$ cat src/rtl/sfp_pkg.sv
// ----------------------------------------------------------------------------
// sfp_pkg
// Shared constants and types of the five-point sharpen stream unit.
// ----------------------------------------------------------------------------
package sfp_pkg;

    localparam int SAMPLE_W   = 8;
    localparam int ROW_W      = 12;
    localparam int COL_W      = 13;
    localparam int CFG_DATA_W = 13;
    localparam int CFG_IDX_W  = 2;
    localparam int CHAN_W     = 3;
    localparam int IMG_W_W    = 12;
    localparam int IMG_H_W    = 13;
    localparam int TDATA_W    = 40;
    localparam int S_TDATA_W  = 8;

    localparam int DEF_MAX_WIDTH    = 2048;
    localparam int DEF_MAX_CHANNELS = 4;
    localparam int MAX_HEIGHT       = 4096;

    localparam logic [IMG_W_W-1:0] WIDTH_RESET  = IMG_W_W'(640);
    localparam logic [IMG_H_W-1:0] HEIGHT_RESET = IMG_H_W'(480);
    localparam logic [CHAN_W-1:0]  CHAN_RESET   = CHAN_W'(3);

    // Configuration register indexes
    localparam logic [CFG_IDX_W-1:0] CFG_IMAGE_WIDTH   = 2'd0;
    localparam logic [CFG_IDX_W-1:0] CFG_IMAGE_HEIGHT  = 2'd1;
    localparam logic [CFG_IDX_W-1:0] CFG_CHANNEL_COUNT = 2'd2;

    typedef struct packed {
        logic has_prev;  // a result for the row above is due
        logic is_last;   // the request lies in the last row of the frame
        logic inner;     // the row-above byte takes the full kernel
    } item_flags_t;

endpackage

$ cat src/rtl/sfp_out_stage.sv
// ----------------------------------------------------------------------------
// sfp_out_stage
// Kernel arithmetic with clamping, and the output register that holds the
// one or two results of a request until the stream side takes them.
// ----------------------------------------------------------------------------
module sfp_out_stage #(
    parameter int POS_W = 13
) (
    input  logic                         aclk,
    input  logic                         aresetn,
    input  logic                         item_valid,
    input  sfp_pkg::item_flags_t         item_flags,
    input  logic [sfp_pkg::ROW_W-1:0]    item_row,
    input  logic [POS_W-1:0]             item_col,
    input  logic [sfp_pkg::SAMPLE_W-1:0] item_sample,
    input  logic [sfp_pkg::SAMPLE_W-1:0] centre,
    input  logic [sfp_pkg::SAMPLE_W-1:0] left,
    input  logic [sfp_pkg::SAMPLE_W-1:0] right,
    input  logic [sfp_pkg::SAMPLE_W-1:0] up,
    output logic                         item_take,
    output logic                         m_tvalid,
    input  logic                         m_tready,
    output logic [sfp_pkg::TDATA_W-1:0]  m_tdata,   // value, out_row, out_column
    output logic                         m_tlast    // last_of_run
);
    import sfp_pkg::*;

    localparam int ACC_W = 12;

    logic [ACC_W-1:0]    centre5, neighbours, diff;
    logic [SAMPLE_W-1:0] sharp, val0;
    logic                load, stage_free, any_result;

    logic                p0_valid_reg, p1_valid_reg, last0_reg;
    logic [SAMPLE_W-1:0] val0_reg, val1_reg;
    logic [ROW_W-1:0]    row0_reg, row1_reg;
    logic [COL_W-1:0]    col_reg;

    always_comb begin
        centre5    = {2'b00, centre, 2'b00} + ACC_W'(centre);
        neighbours = ACC_W'(left) + ACC_W'(right) + ACC_W'(up) + ACC_W'(item_sample);
        diff       = centre5 - neighbours;
        if (centre5 < neighbours) begin
            sharp = '0;
        end else if (diff > ACC_W'(255)) begin
            sharp = '1;
        end else begin
            sharp = diff[SAMPLE_W-1:0];
        end
        val0 = item_flags.inner ? sharp : centre;

        any_result = item_flags.has_prev || item_flags.is_last;
        stage_free = !(p0_valid_reg || p1_valid_reg) ||
                     (m_tready && (p0_valid_reg != p1_valid_reg));
        item_take  = item_valid && (!any_result || stage_free);
        load       = item_take && any_result;
    end

    always_ff @(posedge aclk) begin
        if (!aresetn) begin
            p0_valid_reg <= 1'b0;
            p1_valid_reg <= 1'b0;
        end else if (load) begin
            p0_valid_reg <= item_flags.has_prev;
            p1_valid_reg <= item_flags.is_last;
        end else if (m_tvalid && m_tready) begin
            if (p0_valid_reg) begin
                p0_valid_reg <= 1'b0;
            end else begin
                p1_valid_reg <= 1'b0;
            end
        end
    end

    always_ff @(posedge aclk) begin
        if (load) begin
            val0_reg  <= val0;
            row0_reg  <= item_row - ROW_W'(1);
            last0_reg <= !item_flags.is_last;
            val1_reg  <= item_sample;
            row1_reg  <= item_row;
            col_reg   <= COL_W'(item_col);
        end
    end

    always_comb begin
        m_tvalid = p0_valid_reg || p1_valid_reg;
        if (p0_valid_reg) begin
            m_tdata = {7'b0, col_reg, row0_reg, val0_reg};
            m_tlast = last0_reg;
        end else begin
            m_tdata = {7'b0, col_reg, row1_reg, val1_reg};
            m_tlast = 1'b1;
        end
    end

endmodule

$ cat config.mk
export PLATFORM = sky130hd
export DESIGN_NAME = sfp_out_stage
export DESIGN_NICKNAME = d
export VERILOG_FILES = /design/src/rtl/sfp_pkg.sv /design/src/rtl/sfp_out_stage.sv
export SDC_FILE = /design/constraint.sdc
export NUM_CORES = 1
export LEC_CHECK = 0
export BUFFER_PORTS_ARGS = -buffer_cell sky130_fd_sc_hd__buf_2
export CORE_UTILIZATION = 50
export DETAILED_ROUTE_END_ITERATION = 12
export MAX_ROUTING_LAYER = met4
export PLACE_DENSITY = 0.89
export SKIP_CTS_REPAIR_TIMING = 1
export SLEW_MARGIN = 20
export SYNTH_ARGS = -nofsm -noshare
export SYNTH_HDL_FRONTEND = slang
export SYNTH_SLANG_ARGS = --single-unit
export TNS_END_PERCENT = 30
$ cat constraint.sdc
create_clock -name aclk -period 13.9 [get_ports aclk]
set_input_delay 2.78 -clock aclk [delete_from_list [all_inputs] [get_ports aclk]]
set_output_delay 2.78 -clock aclk [all_outputs]
set_load 0.005 [all_outputs]
==> results.md <==
- Post-synth EDFFs: 54
- Area Growth Syn to Fin: 18.4%
- Largest net degree at the start of global routing: 55
- Yosys warnings: 0
- Synthesized flop and latch total: 56
- Die height: 90.8 um
- CORE AREA: 7450 sq um
- Clock Tree Buf Depth: 2
- Lkg Pwr: 0.00215 uW
- Synth Flop Type: edfxtp_1
- Max-Cap Viols: 0
- Hold WC Path Type: reg2reg
- Seq/Total Area, Yosys: 42.2%
- # rows: 31
- Synth top cells by count: 56 x inv_1, 54 x edfxtp_1, 29 x ha_1, 23 x a21oi_1, 20 x mux2_2
- Met2 usage: 38.3%
- Wirelength per Cell: 15.4 um
- Remaining antenna violation count: 0
- Syn Inst Count: 351
- CP endpoint kind: register
- Non-filler instance count after layout: 561
- Met1 Use GR: 27.3%
- Post-DP HPWL: 7.10 mm
- Fin crit period: 7250 ps
- Number of global-route vias before repair: 3,043
- Pins Over Slew Limit: 0
- CTS Buf Count: 5
- GR peak layer: met2
- Clk_skew: 14.3 ps
- Pwr dens: 148 nW/um^2
- Setup TNS: 0 ps
- First-pass GRT wire length: 14.1 mm
- Fmax: 0.138 GHz
- Placed Area: 4570 sq um
- Max reg flops: 13
- Startpoint Class: input port
- Gr usage total: 22.4%
- Final Hold Vio Count: 0
- CTS Sinks: 56
- Nets: 580
- Utilization after layout: 62.6%
- Clock Root Buffer: clkbuf_8
- Initial antenna violation count: 0
- Met3 Usage GRT: 3.79%
- Critical Path Max Stage Delay: 540 ps
- Worst-Skew Late Latency: 310 ps
- Asr flop ratio synth: 0%
- Max FO, Critical Path: 8
- Via count: 3,009
- Io pins: 115
- GP Congestion: 0.856
- Die span in x: 90.8 um
- Layout cells sized above 1: 30.7%
- DRC viols: 0
- Cell Area, Synth: 3940 sq um
- Post-synthesis cell type count: 50
- IO Port Bufs: 107
- Slowest CP cell: fa_1
- Initial DRT Pass Iterations: 4
- Outcome: complete, no violations
- Initial DRC Count: 133
- Final setup violation count: 0
- Level count of the clock H-tree: 2
- RSZ-0062 raised after global routing: no
- CP cell instances: buf_2 > inv_1 > fa_1 > inv_1 > fa_1 > ha_1 > fa_1 > a21o_1 > a21oi_1 > o21bai_1 > a21oi_1 > nor2_1 > a211oi_1 > ha_1 > and3_1 > and3_1 > a311oi_2 > a21oi_1 > mux2_4 > a32oi_1
- Mean Syn Cell Area: 11.2 sq um
- Clk slew on worst S/H paths: 110 ps
- CTS tree: yes
- Power, Total: 689 uW
- Critical path class: in2reg
- Relative max-transition margin: 30.0%
- Gr ovfl total: 0
- Final WL: 8.63 mm
- Yosys top cell area share: 41.2%
- Vias per cell: 5.36
- Post-synth top area cell: edfxtp_1
- Tcrit/Tclk final: 52.1%
- Buf/Inv on CP: 3
- Top delay family on crit path: adder cells
- Cells after DPL: 553
- CP required: 14,050 ps
- Worst path arrival time: 7400 ps
- Synth area leaders: edfxtp_1 41%, ha_1 9.2%, fa_1 9.1%, mux2_2 5.7%, inv_1 5.3%
- Die Area: 8240 sq um
- Design Area, Final: 4660 sq um
- Initial Utilization: 52.9%
- Most common cell in the netlist: inv_1
- Ant. Diodes: 0
- Slew of the pin with the lowest slew margin: 1050 ps
- Worst vdd ir: 0.0822 mV
-- where the power goes --
| group | switching (uW) | leakage, uW | internal (uW) | total (uW) |
|---|---|---|---|---|
| sequential | 6.12 | 0.000529 | 206 | 212 |
| combinational | 223 | 0.00157 | 161 | 384 |
| clock | 55.7 | 0.0000463 | 37.1 | 92.8 |
| total | 285 | 0.00215 | 404 | 689 |
-- cell families after synthesis --
| kind of cell | synth area share [%] |
|---|---|
| AOI/OAI and AO/OA | 13.3 |
| adders and majority gates | 18.4 |
| and+or+nand+nor | 7.50 |
| other | 0.0952 |
| xor gates and xnor gates | 5.11 |
| buffers and inverters | 7.05 |
| DFF | 42.2 |
| muxes | 6.35 |
-- tightest hold or removal path, delay by kind of cell (launching register included) --
kind,cells,cell delay (ps)
AOI/OAI and AO/OA,2,160
DFF,1,340
-- cell usage in the layout (no fill, tap or decap), types with 2 or more instances in the layout --
master	synthesis	layout
nor3_1	5	5
o21bai_1	3	3
or3_1	3	3
o211ai_1	2	2
a21oi_1	23	23
xor2_1	11	11
nand2_1	18	18
xnor2_1	12	12
conb_1	1	7
edfxtp_1	54	54
o31ai_1	2	2
a211oi_1	2	2
o21ai_0	5	5
o21a_1	3	3
nor2b_1	4	3
clkbuf_8	0	5
a21boi_0	4	4
a32oi_1	7	7
nor2_1	18	18
and3_1	2	2
ha_1	29	29
nand3_1	5	5
fa_1	18	18
inv_1	56	56
buf_2	0	107
a21o_1	8	8
mux2_2	20	20
dfxtp_1	2	2
and2_1	2	2
-- layer usage --
metal / wire, um / part of all wire, % / vias up
met5: 0 / 0 / -
met4: 189 / 2.2 / 0
met3: 599 / 6.9 / 20
met2: 4220 / 49 / 143
met1: 3610 / 42 / 1402
li1: - / - / 1444
-- cell type report --
cell class	instances	area, sq um
tap	99	124
inverter	56	210
multi-input combinational	234	2030
fill	601	2780
sequential	56	1660
timing repair buffer	108	543
clock inverter	3	27.5
clock buffer	5	68.8
-- stage by stage --
stage | setup WS (ps) | hold slack [ps]
final | 6650 | 541
after global routing | 6420 | 563
after CTS | 6650 | 528
after detailed placement | 6300 | 512
after global placement | 6530 | 484
after floorplan | 6880 | 474
-- final timing paths --
kind / depth (start not counted) / endpoint / startpoint / slack (ps)
max: 20 / val0_reg[4]$_DFFE_PP_ / item_sample[1] / 6650
min: 2 / p1_valid_reg$_SDFFE_PN0P_ / p1_valid_reg$_SDFFE_PN0P_ / 540
max reg2reg: 6 / col_reg[7]$_DFFE_PP_ / p0_valid_reg$_SDFFE_PN0P_ / 10820
min reg2reg: 2 / p1_valid_reg$_SDFFE_PN0P_ / p1_valid_reg$_SDFFE_PN0P_ / 540
No activity file was read; power rests on OpenSTA's default activity.
