===== src/rtl/sfp_pkg.sv =====
// ----------------------------------------------------------------------------
// sfp_pkg
// Shared constants and types of the five-point sharpen stream unit.
// ----------------------------------------------------------------------------
package sfp_pkg;

    localparam int SAMPLE_W   = 8;
    localparam int ROW_W      = 12;
    localparam int COL_W      = 13;
    localparam int CFG_DATA_W = 13;
    localparam int CFG_IDX_W  = 2;
    localparam int CHAN_W     = 3;
    localparam int IMG_W_W    = 12;
    localparam int IMG_H_W    = 13;
    localparam int TDATA_W    = 40;
    localparam int S_TDATA_W  = 8;

    localparam int DEF_MAX_WIDTH    = 2048;
    localparam int DEF_MAX_CHANNELS = 4;
    localparam int MAX_HEIGHT       = 4096;

    localparam logic [IMG_W_W-1:0] WIDTH_RESET  = IMG_W_W'(640);
    localparam logic [IMG_H_W-1:0] HEIGHT_RESET = IMG_H_W'(480);
    localparam logic [CHAN_W-1:0]  CHAN_RESET   = CHAN_W'(3);

    // Configuration register indexes
    localparam logic [CFG_IDX_W-1:0] CFG_IMAGE_WIDTH   = 2'd0;
    localparam logic [CFG_IDX_W-1:0] CFG_IMAGE_HEIGHT  = 2'd1;
    localparam logic [CFG_IDX_W-1:0] CFG_CHANNEL_COUNT = 2'd2;

    typedef struct packed {
        logic has_prev;  // a result for the row above is due
        logic is_last;   // the request lies in the last row of the frame
        logic inner;     // the row-above byte takes the full kernel
    } item_flags_t;

endpackage


===== src/rtl/sfp_position.sv =====
// ----------------------------------------------------------------------------
// sfp_position
// Geometry registers, clamping and raster position tracking. Gives the
// position, line store addresses and result flags of the offered request.
// ----------------------------------------------------------------------------
module sfp_position #(
    parameter int MAX_WIDTH    = sfp_pkg::DEF_MAX_WIDTH,
    parameter int MAX_CHANNELS = sfp_pkg::DEF_MAX_CHANNELS,
    parameter int POS_W        = 13
) (
    input  logic                           aclk,
    input  logic                           aresetn,
    input  logic                           cfg_wr_en,
    input  logic [sfp_pkg::CFG_IDX_W-1:0]  cfg_index,
    input  logic [sfp_pkg::CFG_DATA_W-1:0] cfg_wdata,
    input  logic                           advance,
    output logic [POS_W-1:0]               cur_col,
    output logic [sfp_pkg::ROW_W-1:0]      cur_row,
    output logic [POS_W-1:0]               addr_left,
    output logic [POS_W-1:0]               addr_right,
    output sfp_pkg::item_flags_t           flags
);
    import sfp_pkg::*;

    localparam int WID_W  = $clog2(MAX_WIDTH + 1);
    localparam int WCMP_W = (WID_W > IMG_W_W) ? WID_W : IMG_W_W;
    localparam int RB_W   = POS_W + 1;

    logic [IMG_W_W-1:0] width_reg;
    logic [IMG_H_W-1:0] height_reg;
    logic [CHAN_W-1:0]  chan_reg;
    logic [POS_W-1:0]   byte_pos_reg, byte_pos_next;
    logic [ROW_W-1:0]   row_pos_reg, row_pos_next;

    logic [WCMP_W-1:0]  w_ext, w_eff;
    logic [IMG_H_W-1:0] h_eff;
    logic [CHAN_W-1:0]  ch_eff;
    logic [RB_W-1:0]    row_bytes, col_ext, ch_ext, col_inc;
    logic [IMG_H_W-1:0] row_inc;

    always_ff @(posedge aclk) begin
        if (!aresetn) begin
            width_reg  <= WIDTH_RESET;
            height_reg <= HEIGHT_RESET;
            chan_reg   <= CHAN_RESET;
        end else if (cfg_wr_en) begin
            unique case (cfg_index)
                CFG_IMAGE_WIDTH:   width_reg  <= cfg_wdata[IMG_W_W-1:0];
                CFG_IMAGE_HEIGHT:  height_reg <= cfg_wdata[IMG_H_W-1:0];
                CFG_CHANNEL_COUNT: chan_reg   <= cfg_wdata[CHAN_W-1:0];
                default: ;
            endcase
        end
    end

    always_comb begin
        w_ext = WCMP_W'(width_reg);
        if (w_ext == '0) begin
            w_eff = WCMP_W'(1);
        end else if (w_ext > WCMP_W'(MAX_WIDTH)) begin
            w_eff = WCMP_W'(MAX_WIDTH);
        end else begin
            w_eff = w_ext;
        end

        if (height_reg == '0) begin
            h_eff = IMG_H_W'(1);
        end else if (height_reg > IMG_H_W'(MAX_HEIGHT)) begin
            h_eff = IMG_H_W'(MAX_HEIGHT);
        end else begin
            h_eff = height_reg;
        end

        if (chan_reg == '0) begin
            ch_eff = CHAN_W'(1);
        end else if (chan_reg > CHAN_W'(MAX_CHANNELS)) begin
            ch_eff = CHAN_W'(MAX_CHANNELS);
        end else begin
            ch_eff = chan_reg;
        end

        ch_ext    = RB_W'(ch_eff);
        row_bytes = RB_W'(RB_W'(w_eff) * ch_ext);

        // A position left beyond a changed geometry restarts at zero.
        cur_col = (RB_W'(byte_pos_reg) >= row_bytes) ? '0 : byte_pos_reg;
        cur_row = (IMG_H_W'(row_pos_reg) >= h_eff) ? '0 : row_pos_reg;
        col_ext = RB_W'(cur_col);

        col_inc = col_ext + RB_W'(1);
        row_inc = IMG_H_W'(cur_row) + IMG_H_W'(1);
        if (col_inc >= row_bytes) begin
            byte_pos_next = '0;
            row_pos_next  = (row_inc >= h_eff) ? '0 : row_inc[ROW_W-1:0];
        end else begin
            byte_pos_next = col_inc[POS_W-1:0];
            row_pos_next  = cur_row;
        end

        addr_right = POS_W'(col_ext + ch_ext);
        addr_left  = cur_col - POS_W'(ch_eff);

        flags.has_prev = (cur_row != '0);
        flags.is_last  = (row_inc == h_eff);
        flags.inner    = (cur_row >= ROW_W'(2)) && (w_eff > WCMP_W'(2)) &&
                         (col_ext >= ch_ext) && (col_ext < (row_bytes - ch_ext));
    end

    always_ff @(posedge aclk) begin
        if (!aresetn) begin
            byte_pos_reg <= '0;
            row_pos_reg  <= '0;
        end else if (advance) begin
            byte_pos_reg <= byte_pos_next;
            row_pos_reg  <= row_pos_next;
        end
    end

endmodule


===== config.mk =====
export PLATFORM = sky130hd
export DESIGN_NAME = sfp_position
export DESIGN_NICKNAME = d
export VERILOG_FILES = /design/src/rtl/sfp_pkg.sv /design/src/rtl/sfp_position.sv
export SDC_FILE = /design/constraint.sdc
export NUM_CORES = 1
export LEC_CHECK = 0
export BUFFER_PORTS_ARGS = -buffer_cell sky130_fd_sc_hd__buf_2
export CORE_ASPECT_RATIO = 0.5
export CORE_UTILIZATION = 55
export DETAILED_ROUTE_END_ITERATION = 8
export PLACE_DENSITY_LB_ADDON = 0.2
export SYNTH_ARGS = -nofsm -noshare
export SYNTH_HDL_FRONTEND = slang
export SYNTH_SLANG_ARGS = --single-unit

===== constraint.sdc =====
create_clock -name aclk -period 8.6 [get_ports aclk]
set_input_delay 1.72 -clock aclk [delete_from_list [all_inputs] [get_ports aclk]]
set_output_delay 1.72 -clock aclk [all_outputs]
set_load 0.02 [all_outputs]

==> flow_summary.toml <==
[routing]
drt_wl_total_um = 19540
drt_iter0_drc = 580
viasPerCell = 6.039
vias = 6739
drc_errors = 0
drt_first_pass_iters = 5
drtAntennaViolNets = 0
wire_per_inst_um = 17.51

[die]
fp.coreArea_mm2 = 0.01128
rows = 27
die_w_um = 156.3
die-area_mm2 = 0.01237
die_h_um = 79.14
start_util_pct = 58.01
ios = 73

[cts]
clkTransAtPathRegs_ps = 80
cts_buffers = 5
cts_root_buf = "clkbuf_16"
cts-hold-fix-buffers = 0
cts.sinks = 53
clk_path_buf_depth = 2
cts_tree = "yes"
insertion_delay_ps = 300
h-tree-depth = 2

[layout]
drive_gt1_share_pct = 22.26
final_cell_mix = "nand2_1, ha_1, nor2_1"
num_antenna_cells = 0
layout_commonest_cell = "nand2_1"
syn_to_final_growth_pct = 19.73
nets = 1078

[min_path]
hp-class = "flip-flop to flip-flop"

[synth]
synthFlopType = "dfxtp_1"
syn_inst = 866
synth_nets = 988
synth_edf_count = 0
synthArstFlopShare_pct = 0
yosysUniqueCellTypes = 76
yosys_warnings = 0
yosysTopAreaCellShare_pct = 17.01
ys_seq_elements = 53
synth_seq_area_share_pct = 16.21
synthTopCellsByArea = "ha_1, dfxtp_1, nand2_1"
synth_largest_area_cell = "ha_1"
syn_area_mm2 = 0.006545
syn_avg_cell_area_um2 = 7.558

[sta]
rsz0062_at_grt = "true"
hold_viol = 0
worst_pin_slew_ps = 937.5
maxClockFrequency_mhz = 115.8
slew_viol_final = 0
finalCriticalPeriod_ps = 8632
max-slew-margin-rel_pct = 37.50
whs_ps = 475.6
skew_ps = 5.253
setup_violations = 1
fin_crit_sh_pct = 100.4
fin_ws_ps = -32.32

[worst_setup_path]
crit_arrival_ps = 6910
critical-path-max-stage-delay_ps = 540
cp-start-kind = "flip-flop"
cp_top_family = "simple AND/OR/NAND/NOR gates"
end_kind = "primary output"
crit_slowest_cell = "fa_1"
required_ps = 6880
worst-path-buf-inv = 6
crit_top_cell = "buf_4"
crit_fanout = 6
critical_path_class = "flip-flop to primary output"

[pwr]
sw_frac_of_total_pct = 37.46
power_frac_seq_pct = 33.5
peakVddDrop_mv = 0.08997
p_switching_uw = 288.1
internal_power_uw = 481.0
p_total_uw = 769.1
combPwrFrac_pct = 38.5
p_leak_uw = 0.003729
power_density_mw_per_mm2 = 98.14
pwr-share-clk_pct = 28.0

[run]
maxCapViolCount = 0

[placed_design]
gp_congestion = 0.9833
pre_cts_ws_ps = -65.49
hpwl_um = 14440
io_buffers = 72

[grt]
grt_use_total_pct = 31.02
antenna_found_initial = 0
grt_max_degree = 54
first_global_vias = 6129
grt_pass1_wl_um = 30390
overflow = 0

[outcome]
violations = "negative setup slack"
status = "finished, violations left"
==> area by class of cell <==
type,count,area (µm²)
Tap cell,159,198.9
Timing Repair Buffer,126,799.5
Clock buffer,5,125.1
Fill cell,985,3447
Multi-Input combinational cell,713,5408
Sequential cell,53,1062
Inverter,57,216.5
Clock inverter,3,26.28
==> layer usage <==
layer | GRT usage [%] | vias to the layer above | share of wire [%]
li1 | - | 3242 | -
met1 | 44.70 | 3131 | 45
met2 | 49.20 | 332 | 44
met3 | 3.766 | 34 | 9.4
met4 | 6.863 | 0 | 1.5
met5 | 0 | - | 0
==> final timing paths <==
path | to | from | depth (start not counted) | slack [ps]
max | flags[0] | w_ext[7] | 32 | -30
min | height_reg[0] | height_reg[0] | 2 | 480
max reg2reg | row_pos_reg[8] | w_ext[7] | 38 | 300
min reg2reg | height_reg[0] | height_reg[0] | 2 | 480
==> worst reg2reg max path, delay by kind of cell, from the launching register on <==
| family | cells | cell delay (ps) |
|---|---|---|
| compound gates | 6 | 980 |
| xor+xnor | 2 | 420 |
| fa+ha+maj | 5 | 1740 |
| buf+inv | 4 | 490 |
| flops | 1 | 320 |
| simple gates | 21 | 4300 |
==> metrics by stage <==
step	cell area [µm²]	utilization (%)	TNS, ps	std cells
3_3_place_gp	7179	63.63	0	1088
3_5_place_dp	7179	63.63	-123.5	1088
6_report	7836	69.45	-32.32	1116
2_1_floorplan	6548	-	0	866
5_1_grt	7836	69.45	-1538	1116
4_1_cts	7468	66.19	-44.44	1104
==> cell families (layout without fill, tap and decap cells) <==
| kind of cell | after synthesis | after routing | share of synthesized area [%] |
|---|---|---|---|
| AO/OA/AOI/OAI | 195 | 195 | 22.00 |
| XOR/XNOR | 50 | 50 | 6.806 |
| adder cells (fa/ha/maj) | 103 | 103 | 21.30 |
| buffers and inverters | 101 | 191 | 6.156 |
| flip-flops | 53 | 53 | 16.21 |
| multiplexers | 4 | 4 | 0.6118 |
| AND/OR/NAND/NOR | 360 | 361 | 26.92 |
==> Yosys cell counts, types with 3 or more instances <==
master / n
and4_1: 4
a211o_1: 3
or3_1: 5
buf_2: 7
o21a_1: 18
a21oi_1: 31
a41o_1: 5
nor4_1: 9
or3_4: 3
a21boi_0: 29
nand2_1: 123
fa_1: 14
dfxtp_1: 53
xnor2_1: 22
a21o_1: 19
clkbuf_1: 30
a31oi_1: 4
mux2i_1: 4
o21ai_1: 4
a211oi_1: 4
inv_1: 57
o2111ai_1: 3
o221ai_1: 3
nor2b_1: 9
o21ai_0: 19
o21bai_1: 5
a22o_1: 8
ha_1: 89
or2_2: 5
nand4_1: 12
o211ai_1: 11
nor3_1: 25
xor2_1: 27
nand3_1: 24
or4_1: 8
nor2_1: 82
and2_1: 21
buf_1: 4
nand2b_1: 6
and3_1: 10
==> repair_timing <==
item / CTS / global route
endpoints found under the setup margin: 26 / 46
gates cloned: 1 / 0
gates resized for setup: 20 / 61
setup buffers: 7 / 12
pin swaps: 9 / 22
==> power by group through the flow <==
| stage | sequential, µW | combinational (µW) | clock, µW |
|---|---|---|---|
| final | 258 | 296 | 215 |
| after global routing | 258 | 323 | 224 |
| after CTS | 257 | 260 | 217 |
| after detailed placement | 263 | 251 | 0 |
| after global placement | 262 | 246 | 0 |
| after floorplan | 261 | 177 | 0 |
Power figures use the tool's default switching activity.
